===== src/hdl/tcrf_pkg.sv =====
// Shared types and codes for the TCP connection receive state machine.
// No dependencies; imported by every module in hdl/.
`default_nettype none

package tcrf_pkg;

   localparam int SEQ_W  = 32;
   localparam int WIN_W  = 16;
   localparam int LEN_W  = 16;
   localparam int FLAG_W = 8;
   localparam int STATE_W = 4;
   localparam int CTL_W  = 3;
   localparam int WAKE_W = 4;

   typedef enum logic [STATE_W-1:0] {
      ST_CLOSED      = 4'd0,
      ST_LISTEN      = 4'd1,
      ST_SYN_RECV    = 4'd2,
      ST_SYN_SENT    = 4'd3,
      ST_ESTABLISHED = 4'd4,
      ST_CLOSE_WAIT  = 4'd5,
      ST_LAST_ACK    = 4'd6,
      ST_FIN_WAIT1   = 4'd7,
      ST_FIN_WAIT2   = 4'd8,
      ST_CLOSING     = 4'd9,
      ST_TIME_WAIT   = 4'd10
   } conn_state_type;

   localparam logic [STATE_W-1:0] ST_LAST_CODE = 4'd10;

   // Flag byte bit positions
   localparam int FLAG_FIN = 0;
   localparam int FLAG_SYN = 1;
   localparam int FLAG_RST = 2;
   localparam int FLAG_ACK = 4;
   localparam logic [FLAG_W-1:0] FLAGS_SYN_ACK  = 8'h12;
   localparam logic [FLAG_W-1:0] FLAGS_ACK_ONLY = 8'h10;

   // Control packet requests
   localparam logic [CTL_W-1:0] CS_NONE      = 3'd0;
   localparam logic [CTL_W-1:0] CS_ACK       = 3'd1;
   localparam logic [CTL_W-1:0] CS_SYNACK    = 3'd2;
   localparam logic [CTL_W-1:0] CS_RST_CONN  = 3'd3;
   localparam logic [CTL_W-1:0] CS_RST_REPLY = 3'd4;

   // Wake mask bit positions
   localparam int WK_CONNECT = 0;
   localparam int WK_ACCEPT  = 1;
   localparam int WK_SEND    = 2;
   localparam int WK_RECV    = 3;

   localparam logic ACT_SEGMENT = 1'b0;
   localparam logic ACT_LOAD    = 1'b1;

   typedef struct packed {
      logic                action;
      logic [FLAG_W-1:0]   seg_flags;
      logic [SEQ_W-1:0]    seg_seq;
      logic [SEQ_W-1:0]    seg_seq_end;
      logic [SEQ_W-1:0]    seg_ack;
      logic [WIN_W-1:0]    seg_window;
      logic [LEN_W-1:0]    payload_length;
      logic [SEQ_W-1:0]    fresh_iss;
      logic [STATE_W-1:0]  load_state;
      logic [SEQ_W-1:0]    load_send_next;
      logic [WIN_W-1:0]    load_receive_window;
   } req_item_type;

   typedef struct packed {
      conn_state_type      conn_state;
      logic [CTL_W-1:0]    control_send;
      logic [LEN_W-1:0]    deliver_length;
      logic [WAKE_W-1:0]   wake_mask;
      logic                release_res;
      logic                start_timewait;
      logic                dropped;
      logic [WIN_W-1:0]    send_window;
   } rsp_item_type;

   // Connection context held between items
   typedef struct packed {
      conn_state_type      state;
      logic [SEQ_W-1:0]    snd_nxt;
      logic [SEQ_W-1:0]    snd_una;
      logic [SEQ_W-1:0]    rcv_nxt;
      logic [WIN_W-1:0]    snd_wnd;
      logic [WIN_W-1:0]    rcv_wnd;
   } conn_ctx_type;

   // Handshake status between the output stage and the top level
   typedef struct packed {
      logic load;
      logic space;
   } out_ctl_type;

endpackage

`default_nettype wire


===== src/hdl/tcp_connection_receive_fsm.sv =====
// Top level of the TCP connection receive state machine.
// Depends on tcrf_pkg, tcrf_step and tcrf_rsp_stage.
//
// Usage:
//  - req channel: one item per handshake, either a segment header
//    (action = 0) or a local load from the socket layer (action = 1).
//  - rsp channel: exactly one result item per request item, in order.
//  - Path: an accepted item is held in the input register, processed
//    by tcrf_step and then loaded into the result register, which drives
//    rsp_valid; a result is loaded only when that register has space.
//  - Throughput: one item per cycle unless rsp stalls. The connection
//    context is updated in the same cycle the result register is loaded,
//    so the next item always sees the state left by the one before it.
//  - Stall: while rsp_ready is low and a result waits, the input register
//    still takes one more item; after that req_ready drops until the
//    result is taken. Nothing is lost or repeated.
//  - Reset: synchronous, active high; empties both registers and returns
//    the connection to CLOSED with all sequence and window values zero.
`default_nettype none

module tcp_connection_receive_fsm
   import tcrf_pkg::*;
(
   input  logic         clock,
   input  logic         reset,
   input  logic         req_valid,
   output logic         req_ready,
   input  req_item_type req_data,
   output logic         rsp_valid,
   input  logic         rsp_ready,
   output rsp_item_type rsp_data
);

   logic         in_vld_ff;
   logic         in_vld_in;
   req_item_type in_data_ff;
   conn_ctx_type ctx_ff;
   conn_ctx_type ctx_in;
   conn_ctx_type ctx_step;
   rsp_item_type step_rsp;
   out_ctl_type  out_ctl;
   logic         req_take;

   // Advance the held item when the result register can take it
   assign out_ctl.load = in_vld_ff && out_ctl.space;
   assign req_ready    = !in_vld_ff || out_ctl.load;
   assign req_take     = req_valid && req_ready;
   assign in_vld_in    = req_take || (in_vld_ff && !out_ctl.load);

   always_ff @(posedge clock) begin
      if (reset) begin
         in_vld_ff <= 1'b0;
      end else begin
         in_vld_ff <= in_vld_in;
      end
   end

   always_ff @(posedge clock) begin
      if (req_take) begin
         in_data_ff <= req_data;
      end
   end

   tcrf_step u_step (
      .item     (in_data_ff),
      .ctx      (ctx_ff),
      .ctx_next (ctx_step),
      .rsp      (step_rsp)
   );

   // Commit the context only when the item's result is registered
   assign ctx_in = out_ctl.load ? ctx_step : ctx_ff;

   always_ff @(posedge clock) begin
      if (reset) begin
         ctx_ff <= '{state: ST_CLOSED, default: '0};
      end else begin
         ctx_ff <= ctx_in;
      end
   end

   tcrf_rsp_stage u_rsp (
      .clock     (clock),
      .reset     (reset),
      .load      (out_ctl.load),
      .load_data (step_rsp),
      .space     (out_ctl.space),
      .rsp_valid (rsp_valid),
      .rsp_ready (rsp_ready),
      .rsp_data  (rsp_data)
   );

endmodule

`default_nettype wire


===== src/hdl/tcrf_step.sv =====
// Combinational rules of one item: new connection context and result item.
// Depends on tcrf_pkg.
`default_nettype none

module tcrf_step
   import tcrf_pkg::*;
(
   input  req_item_type  item,
   input  conn_ctx_type  ctx,
   output conn_ctx_type  ctx_next,
   output rsp_item_type  rsp
);

   logic [SEQ_W-1:0] ack_m1;
   logic [WIN_W-1:0] rw;
   logic [SEQ_W-1:0] rcv_end;
   logic [SEQ_W-1:0] d_seq_end;
   logic [SEQ_W-1:0] d_rcv_seqend;
   logic [SEQ_W-1:0] d_ack_nxt;
   logic [SEQ_W-1:0] d_una_ack;
   logic [SEQ_W-1:0] d_una_ackm1;
   logic             in_window;
   logic             ack_advances;
   logic             ack_match;
   logic             una_behind;
   logic [FLAG_W-1:0] fl;

   assign fl           = item.seg_flags;
   assign ack_m1       = item.seg_ack - SEQ_W'(1);
   assign rw           = (ctx.rcv_wnd == '0) ? WIN_W'(1) : ctx.rcv_wnd;
   assign rcv_end      = ctx.rcv_nxt + {{(SEQ_W-WIN_W){1'b0}}, rw};
   assign d_seq_end    = item.seg_seq - rcv_end;
   assign d_rcv_seqend = ctx.rcv_nxt - item.seg_seq_end;
   assign d_ack_nxt    = item.seg_ack - ctx.snd_nxt;
   assign d_una_ack    = ctx.snd_una - item.seg_ack;
   assign d_una_ackm1  = ctx.snd_una - ack_m1;
   assign ack_match    = (item.seg_ack == ctx.snd_nxt);
   assign in_window    = d_seq_end[SEQ_W-1] &&
                         ((ctx.rcv_nxt == item.seg_seq_end) || d_rcv_seqend[SEQ_W-1]);
   assign ack_advances = (ack_match || d_ack_nxt[SEQ_W-1]) && d_una_ack[SEQ_W-1];
   assign una_behind   = d_una_ackm1[SEQ_W-1];

   always_comb begin
      ctx_next = ctx;
      rsp      = '0;

      if (item.action == ACT_LOAD) begin
         ctx_next.state   = (item.load_state > ST_LAST_CODE) ? ST_CLOSED
                            : conn_state_type'(item.load_state);
         ctx_next.snd_nxt = item.load_send_next;
         ctx_next.rcv_wnd = item.load_receive_window;
      end else if (ctx.state == ST_CLOSED) begin
         rsp.control_send = CS_RST_REPLY;
      end else if (ctx.state == ST_LISTEN) begin
         if (fl[FLAG_SYN]) begin
            ctx_next.snd_nxt = item.fresh_iss + SEQ_W'(1);
            ctx_next.snd_una = item.fresh_iss - SEQ_W'(1);
            ctx_next.rcv_nxt = item.seg_seq + SEQ_W'(1);
            ctx_next.snd_wnd = item.seg_window;
            ctx_next.state   = ST_SYN_RECV;
            rsp.control_send = CS_SYNACK;
         end else if (!fl[FLAG_RST]) begin
            rsp.control_send = CS_RST_REPLY;
         end
      end else if (ctx.state == ST_SYN_SENT) begin
         if (fl == FLAGS_SYN_ACK && ack_match) begin
            ctx_next.state   = ST_ESTABLISHED;
            ctx_next.snd_una = ack_m1;
            ctx_next.rcv_nxt = item.seg_seq + SEQ_W'(1);
            ctx_next.snd_wnd = item.seg_window;
            rsp.control_send = CS_ACK;
            rsp.wake_mask[WK_CONNECT] = 1'b1;
         end else begin
            rsp.control_send = CS_RST_CONN;
            rsp.release_res  = 1'b1;
         end
      end else if (!in_window) begin
         rsp.dropped = 1'b1;
      end else if (fl[FLAG_RST]) begin
         ctx_next.state  = ST_CLOSED;
         rsp.release_res = 1'b1;
      end else if (fl[FLAG_SYN] || !fl[FLAG_ACK]) begin
         rsp.control_send = CS_RST_REPLY;
         ctx_next.state   = ST_CLOSED;
         rsp.release_res  = 1'b1;
      end else if (ctx.state == ST_SYN_RECV) begin
         if (ack_match) begin
            ctx_next.state   = ST_ESTABLISHED;
            ctx_next.snd_una = ack_m1;
            ctx_next.snd_wnd = item.seg_window;
            rsp.wake_mask[WK_ACCEPT] = 1'b1;
         end
      end else begin
         if (ack_advances) begin
            if (ctx.snd_wnd == '0) begin
               rsp.wake_mask[WK_SEND] = 1'b1;
            end
            ctx_next.snd_wnd = item.seg_window;
         end
         if (ctx_next.state == ST_FIN_WAIT1 && ack_match) begin
            ctx_next.state = ST_FIN_WAIT2;
         end
         if (ctx_next.state == ST_LAST_ACK && ack_match) begin
            ctx_next.state = ST_CLOSED;
         end
         if (fl[FLAG_FIN]) begin
            if (ctx_next.state == ST_ESTABLISHED) begin
               rsp.wake_mask[WK_RECV] = 1'b1;
               ctx_next.state   = ST_CLOSE_WAIT;
               ctx_next.rcv_nxt = item.seg_seq + SEQ_W'(1);
               if (una_behind) begin
                  ctx_next.snd_una = ack_m1;
               end
               rsp.control_send = CS_ACK;
            end else if (ctx_next.state == ST_FIN_WAIT2) begin
               ctx_next.state   = ST_TIME_WAIT;
               ctx_next.rcv_nxt = item.seg_seq + SEQ_W'(1);
               if (una_behind) begin
                  ctx_next.snd_una = ack_m1;
               end
               rsp.control_send   = CS_ACK;
               rsp.start_timewait = 1'b1;
            end
         end else if (fl == FLAGS_ACK_ONLY) begin
            ctx_next.snd_una = ack_m1;
         end else begin
            rsp.deliver_length = item.payload_length;
            ctx_next.rcv_nxt   = ctx.rcv_nxt + {{(SEQ_W-LEN_W){1'b0}}, item.payload_length};
            ctx_next.snd_una   = ack_m1;
            rsp.wake_mask[WK_RECV] = 1'b1;
            rsp.control_send   = CS_ACK;
         end
      end

      rsp.conn_state  = ctx_next.state;
      rsp.send_window = ctx_next.snd_wnd;
   end

endmodule

`default_nettype wire


===== src/hdl/tcrf_rsp_stage.sv =====
// Result register with valid flag; reports when it can take a new item.
// Depends on tcrf_pkg.
`default_nettype none

module tcrf_rsp_stage
   import tcrf_pkg::*;
(
   input  logic         clock,
   input  logic         reset,
   input  logic         load,
   input  rsp_item_type load_data,
   output logic         space,
   output logic         rsp_valid,
   input  logic         rsp_ready,
   output rsp_item_type rsp_data
);

   logic         vld_ff;
   logic         vld_in;
   rsp_item_type data_ff;

   // Free when empty or the item is leaving this cycle
   assign space  = !vld_ff || rsp_ready;
   assign vld_in = load || (vld_ff && !rsp_ready);

   always_ff @(posedge clock) begin
      if (reset) begin
         vld_ff <= 1'b0;
      end else begin
         vld_ff <= vld_in;
      end
   end

   always_ff @(posedge clock) begin
      if (load) begin
         data_ff <= load_data;
      end
   end

   assign rsp_valid = vld_ff;
   assign rsp_data  = data_ff;

endmodule

`default_nettype wire


===== config.mk =====
export PLATFORM = sky130hd
export DESIGN_NAME = tcp_connection_receive_fsm
export DESIGN_NICKNAME = d
export VERILOG_FILES = /design/src/hdl/tcrf_pkg.sv /design/src/hdl/tcp_connection_receive_fsm.sv /design/src/hdl/tcrf_step.sv /design/src/hdl/tcrf_rsp_stage.sv
export SDC_FILE = /design/constraint.sdc
export NUM_CORES = 1
export LEC_CHECK = 0
export BUFFER_PORTS_ARGS = -buffer_cell sky130_fd_sc_hd__clkbuf_2
export CAP_MARGIN = 5
export CORE_ASPECT_RATIO = 1.5
export CORE_UTILIZATION = 41
export CTS_BUF_LIST = sky130_fd_sc_hd__clkbuf_16
export DETAILED_ROUTE_END_ITERATION = 10
export HOLD_SLACK_MARGIN = 0.15
export PLACE_DENSITY = 0.71
export SLEW_MARGIN = 20
export SYNTH_ARGS = -nofsm -noshare
export SYNTH_HDL_FRONTEND = slang
export SYNTH_SLANG_ARGS = --single-unit

===== constraint.sdc =====
create_clock -name clock -period 7.4 [get_ports clock]
set_input_delay 0.37 -clock clock [delete_from_list [all_inputs] [get_ports clock]]
set_output_delay 0.37 -clock clock [all_outputs]
set_load 0.005 [all_outputs]

---- Word-level counts from Yosys, hierarchy flattened ----
Cells that the tools add are included.
Widths: inputs -> output; s select.
storage, ports and cells
  register bits ........................... 401
  input bits .............................. 225
  logic and storage cells ................. 199
cells by class
  add/sub/neg operators ................... 11
  magnitude comparators ................... 1
  eq/ne operators ......................... 21
  mux-type cells .......................... 88
  bitwise operators ....................... 7
  reduce and logical (&&, ||, !) cells .... 40
operators with widths
  cell                   count
  $mux 80                6
  $mux 116               2
  $mux 32                6
  $mux 64                3
  $sub 32x32->32         5
  $mux 4                 30
  $mux 16                6
  $add 32x1->32 const B  2
  $add 32x16->32         2
  $eq 32x32->1           2
  $sub 32x1->32 const B  2
  $mux 22                2
  $mux 36                1
  $logic_not 16->1       2
  $mux 3                 8
  $mux 21                1
  $reduce_or 10->1       2
  $mux 1                 19
  $mux 19                1
  $mux 18                1
  $eq 8x5->1 const B     2
  $reduce_or 8->1        2
  $eq 4x3->1 const B     3
  $reduce_and 11->1      1
  26 further kinds       57

---- Depth between registers and ports, before layout ----
Gate-level depths: netlist (run 1).
  word-level depth ........................ 34
  depth in mapped cells ................... 21
  gate-level depth less buffers ........... 20

---- Hierarchy ----
From an unflattened synthesis (run 1), not the netlist that was laid out.
unflattened totals
  cell total of the unflattened synthesis .. 2,796
  area, all modules ....................... 26,736.9 µm²
modules (own cells, without submodules)
  module                      instances  cells each  area an instance (µm²)  sequential area each (µm²)
  tcp_connection_receive_fsm  1          830         12,794.8                9,298.9
  tcrf_step                   1          1,916       12,514.5                0.0
  tcrf_rsp_stage              1          50          1,427.6                 1,401.3

---- Worst setup path before layout (run 1) ----
OpenSTA, ideal clock, no wires.
  kind .................................... register -> register
  start point ............................. reg u_rsp.vld_ff, in the netlist u_rsp.rsp_valid
  end point ............................... reg in_data_ff[0] (netlist name) (enable)
  setup time .............................. 0.608 ns
  arrival time ............................ 5.575 ns
  data required time ...................... 6.792 ns
  slack ................................... 1.216 ns
  stages on the path, launching flop included .. 4
  clock period less this slack ............ 6.184 ns
  path through ............................ dfxtp_1 nor2b_1 nand2_1 and2_1
on the way
  word-level cells in the longest chain between the ends .. 5
ends and longest elaborated chain
  what                      RTL line                          RTL
  start: declaration        tcrf_rsp_stage.sv:18              logic vld_ff;
  start signal: assignment  tcrf_rsp_stage.sv:30              vld_ff <= vld_in;
  $logic_not 1->1           tcrf_rsp_stage.sv:23              assign space = !vld_ff || rsp_ready;
  $logic_or 1x1->1          tcrf_rsp_stage.sv:23
  $logic_and 1x1->1         tcp_connection_receive_fsm.sv:45  assign out_ctl.load = in_vld_ff && out_ctl.space;
  $logic_or 1x1->1          tcp_connection_receive_fsm.sv:46  assign req_ready = !in_vld_ff || out_ctl.load;
  via req_ready             tcp_connection_receive_fsm.sv:27  output logic req_ready,
  $logic_and 1x1->1         tcp_connection_receive_fsm.sv:47  assign req_take = req_valid && req_ready;
  via req_take              tcp_connection_receive_fsm.sv:42  logic req_take;
  end signal: assignment    tcp_connection_receive_fsm.sv:60  in_data_ff <= req_data;
  end: declaration          tcp_connection_receive_fsm.sv:36  req_item_type in_data_ff;
The timed path passes the listed nets, and every way through them passes these cells.
A chain may end at the register's enable or synchronous reset.

---- Worst setup path in the final report (run 1) ----
  start point ............................. reg in_data_ff[116] (netlist name)
  end point ............................... reg ctx_ff[73] (netlist name)
on the way
  word-level cells in the longest chain between the ends .. 31
  elaborated cells between the ends (all ways) .. 43
  classes of those cells .................. 2 x add/sub; 7 x eq/ne; 30 x mux; 4 x reduce/logical
ends and longest elaborated chain
  what                    RTL line                          RTL
  $eq 32x32->1            tcrf_step.sv:37                   assign ack_match = (item.seg_ack == ctx.snd_nxt);
  $logic_and 1x1->1       tcrf_step.sv:100                  if (ctx_next.state == ST_FIN_WAIT1 && ack_match) begin
  $mux 4                  tcrf_step.sv:100
  $mux 4                  tcrf_step.sv:86                   end else if (ctx.state == ST_SYN_RECV) begin
  $mux 4                  tcrf_step.sv:82                   end else if (fl[FLAG_SYN] || !fl[FLAG_ACK]) begin
  $mux 4                  tcrf_step.sv:79                   end else if (fl[FLAG_RST]) begin
  $mux 4                  tcrf_step.sv:77                   end else if (!in_window) begin
  $mux 4                  tcrf_step.sv:65                   end else if (ctx.state == ST_SYN_SENT) begin
  [... 15 more ...]       n/a
  $mux 64                 tcrf_step.sv:107                  if (ctx_next.state == ST_ESTABLISHED) begin
  $mux 64                 tcrf_step.sv:106                  if (fl[FLAG_FIN]) begin
  $mux 32                 tcrf_step.sv:86
  $mux 80                 tcrf_step.sv:82
  $mux 80                 tcrf_step.sv:79
  $mux 80                 tcrf_step.sv:77
  $mux 80                 tcrf_step.sv:65
  $mux 80                 tcrf_step.sv:54                   end else if (ctx.state == ST_LISTEN) begin
  end signal: assignment  tcp_connection_receive_fsm.sv:78  ctx_ff <= ctx_in;
  end: declaration        tcp_connection_receive_fsm.sv:37  conn_ctx_type ctx_ff;
Several ways; a longest one is shown, not always the timed one. The select of a mux whose other input is x is not followed.

==> results.toml, run 1 <==
[sta]
max_freq_ghz = 0.170
min_period_ns = 5.89
final.setup.tns_ns = 0
drv_slew = 0
fin_skew_ns = 0.0399
fin_crit_sh_pct = 79.6
max-slew-margin-rel_pct = 24.8
whs_ns = 0.348
rsz0062_at_grt = "false"
finalHoldViolations = 0
tightest_slew_ns = 1.12
setup_slack_ns = 1.51
setup_viol = 0

[global_routing]
grt_pass1_vias = 20700
grt_overflow = 0
grt_pass1_wl_mm = 112
grt_use_total_pct = 25.3
antenna_found_initial = 4
grt_max_degree = 174

[finish]
final_cells = 3555
nets = 3192
final_common_cell = "clkbuf_2"
most-common-layout-cells = "clkbuf_2, edfxtp_1, dlygate4sd3_1"
drive_gt1_share_pct = 15.1
area_growth_pct = 24.3
fillers = 4955

[routing]
num_vias = 20100
vias_per_cell = 5.66
drt_iter0_drc = 1357
antenna_left = 0
drtPass1Iterations = 6
drc = 0
wl_per_cell_um = 20.8
drt_wl_total_mm = 74.1

[yosys]
ys.flop_type = "edfxtp_1"
ys_ff_latch = 401
synth_top_area_share_pct = 34.4
yosys.area.top_type = "edfxtp_1"
synth_warnings = 0
synthCells = 2307
synth_nets = 2736
synthTopCellsByArea = "edfxtp_1, dfxtp_1, ha_1"
synth.distinct_cells = 97
synth.yosys.seq_area_share_pct = 45.9
synthArstFlopShare_pct = 0
synth_area_mm2 = 0.0233
syn_area_per_cell_um2 = 10.1
synth_edf_count = 267

[floorplan]
die-area_mm2 = 0.0579
die_height_um = 294
fp-row-count = 106
initial_core_util_pct = 41.7
die_x_um = 197
core_area_mm2 = 0.0560
ios = 273

[clocking]
cts_buffer_depth = 3
clk_pin_slew_ns = 0.06
cts_buffers = 43
cts_setup_buffers = 0
cts_sinks = 401
cts_tree = "built"
htreeDepth = 2
root_buffer = "clkbuf_16"
clk-insertion-delay-late_ns = 0.60

[placement]
pre_cts_ws_ns = 1.56
gp_congestion = 0.915
dp.final_hpwl_mm = 52.7
dp_cells = 3251
numPortBuffers = 272

[critical_path]
arrival_ns = 6.40
crit_type = "reg2reg"
crit_start = "in_data_ff[116]"
reg2reg_from = "in_data_ff[116]"
critPathLaunchType = "flip-flop"
end_kind = "flip-flop"
crit_path_max_fanout = 17
critical_path_required_ns = 7.91

[power_and_ir_drop]
ir_drop_mv = 0.191
power.total_w = 0.00543
leakage_nw = 11.5
powerDensity_mw_per_mm2 = 187

[hold_path]
hp-class = "in2reg"
worstHoldStart = "reset"

[run_status]
outcome = "completed"

[run]
cap_violations = 0
power by group:
group          switching, W  leakage [nW]  internal (W)
Clock              0.000940         0.701       0.00120
Sequential         0.000103          3.68       0.00251
Combinational      0.000372          7.10      0.000302
Total               0.00141          11.5       0.00402
critical path, cell delays in order, from the launching register on:
cell and delay, ns:
edfxtp_1 0.46, inv_1 0.17, ha_1 0.23, nand3_1 0.13, or2_2 0.36, nor2_4 0.18
nand2_2 0.10, or4_1 0.59, nor3_1 0.27, xnor2_1 0.13, ha_1 0.33, nand4_1 0.15
nor2_1 0.15, nand3_1 0.10, a2111oi_0 0.77, nor3_1 0.12, nand3b_4 0.24, o21bai_1 0.15
buf_4 0.22, and2_1 0.70, a22o_1 0.26
worst paths after layout:
path,to,cells after the start,slack [ns]
max,ctx_ff[73],20,1.51
min,ctx_ff[76],3,0.35
max reg2reg,ctx_ff[73],20,1.51
min reg2reg,ctx_ff[12],2,0.48
through the flow:
stage	area (um^2)	util (%)
after floorplan	23300	-
after global placement	25400	45.3
after detailed placement	25400	45.3
after CTS	29000	51.8
after global routing	29000	51.8
final	29000	51.8
what timing repair did:
action                                 in CTS  in global routing
hold buffers                              223                  0
resized for setup                           0                  0
endpoints found under the hold margin     223                  0
Yosys cell counts, types with 11 or more instances:
cell,n
a31oi_1,30
a222oi_1,15
nor4_1,20
a22oi_1,36
a22o_1,32
clkbuf_1,80
o21ai_0,105
and2_1,26
dfxtp_1,134
a21o_1,16
xnor2_1,100
nand2_1,200
nor2_1,152
ha_1,189
a21oi_1,132
and3_1,24
buf_2,13
mux2_2,16
nand3_1,56
nand4_1,39
a211oi_1,65
o221ai_1,19
inv_1,194
nor3_1,48
fa_1,15
xor2_1,39
and4_1,17
o22ai_1,23
edfxtp_1,267
nand2b_1,11
per-layer routing:
| layer | track usage, % | vias up | share of wire (%) |
|---|---|---|---|
| met3 | 3.52 | 229 | 5.0 |
| met4 | 16.9 | 4 | 6.7 |
| li1 | - | 9455 | - |
| met2 | 47.0 | 769 | 53 |
| met1 | 26.2 | 9677 | 36 |
| met5 | 0 | - | 0.031 |
flip-flops by register name (all words and copies together), names as in the netlist:
register	flops
ctx_ff	132
u_rsp.rsp_valid	1
u_rsp.rsp_data	46
in_vld_ff	1
in_data_ff	221
logic make-up (layout without fill, tap and decap cells):
family / count (synthesis) / in the layout / synth area share (%)
compound gates: 586 / 586 / 17.2
xor+xnor: 140 / 140 / 5.29
fa+ha+maj: 204 / 204 / 11.4
buf+inv: 297 / 787 / 4.98
flops: 401 / 401 / 45.9
mux: 18 / 18 / 0.858
other cells: 0 / 2 / 0
simple gates: 661 / 661 / 14.3
layout make-up:
class	count	area, um^2	share of cell area, %
multi-input combinational	1609	11500	39.7
sequential	401	10700	36.9
timing repair buffer	512	3730	12.9
clock buffer	45	1130	3.88
tap	756	946	3.26
inverter	196	736	2.54
clock inverter	34	240	0.829
antenna	2	5.00	0.0173
Note: power is estimated with default switching activity, not from simulation.
==> inputs of run 2 (changes only) <==
Clock period 7.4 ns to 5.9 ns, I/O delays scaled along.
==> run 2 against run 1 <==
Against the previous run: global-route usage increased by 0.33 points; critical endpoint is now ctx_ff[94]; critical path type unchanged; sequential share of layout area decreased by 0.26 points; sequential cell count unchanged; register-to-register slack got worse by 0.92 ns; count of clock-buffer cells in the layout decreased by 1; largest cell class unchanged; wire length increased by 0.62%; worst setup slack got worse by 0.92 ns; die area unchanged; final cell count increased by 0.37%; non-clock buffer count increased by 11; first-iteration DRC count decreased by 23%; sequential power increased by 25%.
==> results.toml, run 2 (synthesis results as in run 1) <==
[run_status]
outcome = "completed"

[global_routing]
antenna_found_initial = 1
grt_max_degree = 133
grt_pass1_wl_mm = 114
grt_use_total_pct = 25.6
grt_overflow = 0
grt_pass1_vias = 20600

[finish]
most-common-layout-cells = "clkbuf_2, edfxtp_1, dlygate4sd3_1"
fillers = 5017
largest_reg_flops = 221
final_common_cell = "clkbuf_2"
drive_gt1_share_pct = 15.5
top_register = "in_data_ff"
area_growth_pct = 25.2
fin_area_mm2 = 0.0292
nets = 3204

[power_and_ir_drop]
ir_drop_mv = 0.248
internal-power_w = 0.00522
leakage_nw = 11.6
power.total_w = 0.00706
power.switching_w = 0.00184
netSwitchingFraction_pct = 26.1
combPwrFrac_pct = 12.0
pwr-share-seq_pct = 46.5
clkPwrFrac_pct = 41.5
powerDensity_mw_per_mm2 = 242

[hold_path]
worstHoldStart = "reset"
hp-class = "in2reg"

[routing]
drt_iter0_drc = 1043
drc = 0
wl_per_cell_um = 20.9
drt_wl_total_mm = 74.5
drtPass1Iterations = 6
antenna_left = 0
vias_per_cell = 5.64
num_vias = 20100

[placement]
gp_congestion = 0.954
dp.final_hpwl_mm = 53.2
pre_cts_ws_ns = 0.668
dpl_cell_area_mm2 = 0.0254
numPortBuffers = 272

[clocking]
cts_buffer_depth = 3
htreeDepth = 2
cts_sinks = 401
root_buffer = "clkbuf_16"
cts_tree = "built"
clk-insertion-delay-late_ns = 0.60
cts_buffers = 44
clk_pin_slew_ns = 0.07

[floorplan]
core_area_mm2 = 0.0560
die_height_um = 294
die-area_mm2 = 0.0579
fp-row-count = 106
initial_core_util_pct = 41.7
die_x_um = 197
ios = 273

[sta]
finalHoldViolations = 0
max_freq_ghz = 0.188
fin_skew_ns = 0.0374
tightest_slew_ns = 1.07
final.setup.tns_ns = 0
setup_viol = 0
fin_crit_sh_pct = 89.9
drv_slew = 0
min_period_ns = 5.31
rsz0062_at_grt = "false"
max-slew-margin-rel_pct = 28.5
setup_slack_ns = 0.593

[critical_path]
critical_path.endpoint = "ctx_ff[94]"
crit_path_max_fanout = 17
critical_path_required_ns = 6.38
r2r_end = "ctx_ff[94]"
end_kind = "flip-flop"
crit_start = "in_data_ff[116]"
critPathLaunchType = "flip-flop"
reg2reg_from = "in_data_ff[116]"
r2r_cells = 20
crit_type = "reg2reg"
arrival_ns = 5.79
r2r_slack_ns = 0.59

[run]
cap_violations = 0
## run 2: cell types whose count changed in the layout (fill, tap and decap cells not counted), moves of 3 or more
cell,before,now
clkinv_1,13,9
inv_1,201,198
buf_4,16,26
bufinv_16,3,7
clkinv_4,0,4
## run 2: area by class of cell
type	count	area, um^2	area share, %
Sequential cell	401	10700	36.6
Timing Repair Buffer	523	3820	13.1
Antenna cell	1	2.50	0.00857
Clock inverter	38	407	1.39
Multi-Input combinational cell	1609	11500	39.3
Tap cell	756	946	3.24
Clock buffer	44	1100	3.77
Inverter	196	736	2.52
## run 2: worst min-delay path by stage
| stage | to | cells after the start |
|---|---|---|
| 3_3_place_gp | ctx_ff[7] | 2 |
| 5_1_grt | ctx_ff[45] | 2 |
| 2_1_floorplan | in_data_ff[0] | 0 |
| 4_1_cts | ctx_ff[45] | 2 |
| 3_5_place_dp | ctx_ff[8] | 2 |
| 6_report | ctx_ff[45] | 2 |
## run 2: power groups by stage
stage | Sequential, W | Combinational, W | Clock (W)
detailed placement | 0.00334 | 0.000714 | 0
floorplan | 0.00329 | 0.000464 | 0
finish | 0.00328 | 0.000846 | 0.00293
global placement | 0.00334 | 0.000692 | 0
CTS | 0.00328 | 0.000839 | 0.00298
global route | 0.00330 | 0.000927 | 0.00308
## run 2: what timing repair did
action / 4_1_cts / 5_1_grt
gates resized for setup: 0 / 0
buffers inserted: 0 / 0
hold endpoints to repair: 223 / 0
hold buffers: 224 / 0
endpoints found under the setup margin: 0 / 0
## run 2: metrics by stage
step / hold WS [ns] / cells / util (%)
after floorplan: 0.394 / 2307 / -
after global placement: 0.461 / 3261 / 45.5
after detailed placement: 0.466 / 3261 / 45.5
after CTS: 0.284 / 3567 / 52.2
after global routing: 0.330 / 3568 / 52.2
final: 0.343 / 3568 / 52.2
## run 2: critical path: stages, from the launching register on
cell and delay (ns):
edfxtp_1 0.45, inv_1 0.17, ha_1 0.24, nand3_1 0.12
or2_2 0.36, nor2_4 0.17, nand2_2 0.09, or4_1 0.57
nor3_1 0.26, xnor2_1 0.13, ha_1 0.34, nand4_1 0.16
nor2_1 0.15, nand3_1 0.10, a2111oi_0 0.35, buf_4 0.20
nor3_1 0.05, nand3b_4 0.22, a21oi_4 0.58, o22ai_1 0.19
a22o_1 0.27
## run 2: per-layer routing
layer	part of all wire (%)	wire, um	track usage (%)
met5	0	0	0
met4	6.9	5120	16.4
met3	5.0	3710	3.08
met2	52	38500	47.2
met1	36	27100	27.5
==> inputs of run 3 (changes only) <==
Settings changed: CORE_UTILIZATION 41 to 60, PLACE_DENSITY 0.71 to 0.94.
Clock period 5.9 ns to 5.44 ns, I/O delays scaled along.
==> run 3 against run 2 <==
Against the previous run: sequential cell count did not move; critical path depth rose by 2; count of clock-buffer cells in the layout fell by 4; sequential share of layout area rose by 0.43 points; clock power rose by 5%; register-to-register slack got worse by 0.30 ns; total power rose by 8.0%; worst hold slack improved by 0.079 ns; critical endpoint is now ctx_ff[71]; largest cell class unchanged.
==> results.toml, run 3 (synthesis results as in run 1) <==
[global_routing]
antenna_found_initial = 13
grt_overflow = 0
grt_pass1_wl_mm = 127
grt_pass1_vias = 22500
grt_use_total_pct = 42.7
grt_max_degree = 144

[floorplan]
die_height_um = 243
initial_core_util_pct = 60.7
core_area_mm2 = 0.0384
die_x_um = 163
fp-row-count = 88
ios = 273
die-area_mm2 = 0.0397

[power_and_ir_drop]
internal-power_w = 0.00558
netSwitchingFraction_pct = 26.8
combPwrFrac_pct = 12.8
clkPwrFrac_pct = 40.2
leakage_nw = 11.6
powerDensity_mw_per_mm2 = 264
power.switching_w = 0.00205
pwr-share-seq_pct = 46.9
ir_drop_mv = 0.261

[placement]
numPortBuffers = 272
gp_congestion = 0.973
dp.final_hpwl_mm = 51.3

[run]
cap_violations = 0

[critical_path]
r2r_slack_ns = 0.29
critical_path_required_ns = 5.87
r2r_end = "ctx_ff[71]"
crit_path_max_fanout = 10
r2r_cells = 22
critPathLaunchType = "flip-flop"
end_kind = "flip-flop"
cp.buffers_inverters = 3
max_stage_delay_ns = 0.54
crit_type = "reg2reg"
cp_slowest_cell = "or4_4"
path_delay_family = "simple AND/OR/NAND/NOR gates"
path_cells = "inv_1, ha_1, nand3_1, or2_2, nor2_4, nand2_2, or4_4, nor3_1, xnor2_1, ha_1, nand4_1, nor2_1, nand3_1, a2111oi_1, buf_4, nor3_1, nand3b_4, a31oi_4, or2_1, buf_4, a2bb2oi_1, o21ai_1"
arrival_ns = 5.58
reg2reg_from = "in_data_ff[116]"

[sta]
max-slew-margin-rel_pct = 15.6
finalHoldViolations = 0
rsz0062_at_grt = "false"
tightest_slew_ns = 1.26
final.setup.tns_ns = 0
whs_ns = 0.421
max_freq_ghz = 0.194
min_period_ns = 5.15
drv_slew = 0
fin_skew_ns = 0.0234
fin_crit_sh_pct = 94.7
setup_viol = 0

[routing]
drt_iter0_drc = 2738
drtPass1Iterations = 7
antenna_left = 0
drc = 0
wl_per_cell_um = 25.4
vias_per_cell = 6.64
num_vias = 22000
drt_wl_total_mm = 84.2

[clocking]
cts_buffer_depth = 3
cts_setup_buffers = 0
root_buffer = "clkbuf_16"
clk_pin_slew_ns = 0.07
cts_buffers = 39
cts_sinks = 401
cts_tree = "built"
clk-insertion-delay-late_ns = 0.57
htreeDepth = 2

[hold_path]
worstHoldStart = "req_data[85]"
whs_endpoint = "in_data_ff[85]"
whs_path_depth = 2
hp-class = "in2reg"

[finish]
largest_reg_flops = 221
seqCellArea_mm2 = 0.0107
most-common-layout-cells = "clkbuf_2, edfxtp_1, dlygate4sd3_1"
drive_gt1_share_pct = 15.8
nets = 3210
area_growth_pct = 23.7
final_common_cell = "clkbuf_2"
fillers = 2342
multi_input_area_mm2 = 0.0115
top_register = "in_data_ff"

[run_status]
outcome = "completed"
[run 3: how the worst max path moves through the flow]
stage                         start         end  cells past startpoint
CTS                 in_data_ff[116]  ctx_ff[78]                     21
global placement    in_data_ff[116]  ctx_ff[78]                     21
floorplan           in_data_ff[122]  ctx_ff[66]                     19
detailed placement  in_data_ff[116]  ctx_ff[80]                     22
global route        in_data_ff[116]  ctx_ff[74]                     22
finish              in_data_ff[116]  ctx_ff[71]                     22
[run 3: metal layers]
layer	track usage, %	routed length, um	vias up
met5	0	103	-
met2	72.1	40800	1599
li1	-	-	9501
met4	37.4	9040	18
met3	10.8	7720	601
met1	43.4	26500	10300
[run 3: power groups by stage]
stage	combinational (W)	sequential (W)	clock (W)
2_1_floorplan	0.000503	0.00357	0
3_3_place_gp	0.000743	0.00361	0
3_5_place_dp	0.000778	0.00362	0
4_1_cts	0.000915	0.00356	0.00298
5_1_grt	0.00105	0.00359	0.00316
6_report	0.000979	0.00358	0.00307
[run 3: final cells by class]
class	count	share of cell area (%)
antenna	4	0.0347
clock buffer	40	3.47
clock inverter	32	1.35
tap	495	2.15
timing repair buffer	534	13.5
multi-input combinational	1609	39.9
inverter	196	2.55
sequential	401	37.1
[run 3: worst register-to-register path: stages, from the launching register on]
cell and delay (ns):
edfxtp_1 0.45, inv_1 0.16, ha_1 0.23, nand3_1 0.15, or2_2 0.38, nor2_4 0.20
nand2_2 0.10, or4_4 0.54, nor3_1 0.25, xnor2_1 0.12, ha_1 0.31, nand4_1 0.15
nor2_1 0.15, nand3_1 0.12, a2111oi_1 0.37, buf_4 0.20, nor3_1 0.05, nand3b_4 0.22
a31oi_4 0.25, or2_1 0.13, buf_4 0.20, a2bb2oi_1 0.20, o21ai_1 0.08
[run 3: repair_timing]
action                                 4_1_cts  5_1_grt
resized for setup                            0        6
setup endpoints to repair                    0       23
endpoints found under the hold margin      223        0
hold buffers                               224        0
[run 3: through the flow]
stage / utilization [%] / total power [W] / instances / worst slack [ns] / cell area [um^2]
after global placement: 65.6 / 0.00435 / 3011 / 0.327 / 25200
after floorplan: - / 0.00407 / 2307 / 0.758 / 23300
final: 75.1 / 0.00762 / 3311 / 0.290 / 28900
after detailed placement: 65.6 / 0.00440 / 3011 / 0.198 / 25200
after global routing: 75.1 / 0.00780 / 3308 / 0.0367 / 28900
after CTS: 75.0 / 0.00745 / 3307 / 0.0860 / 28800
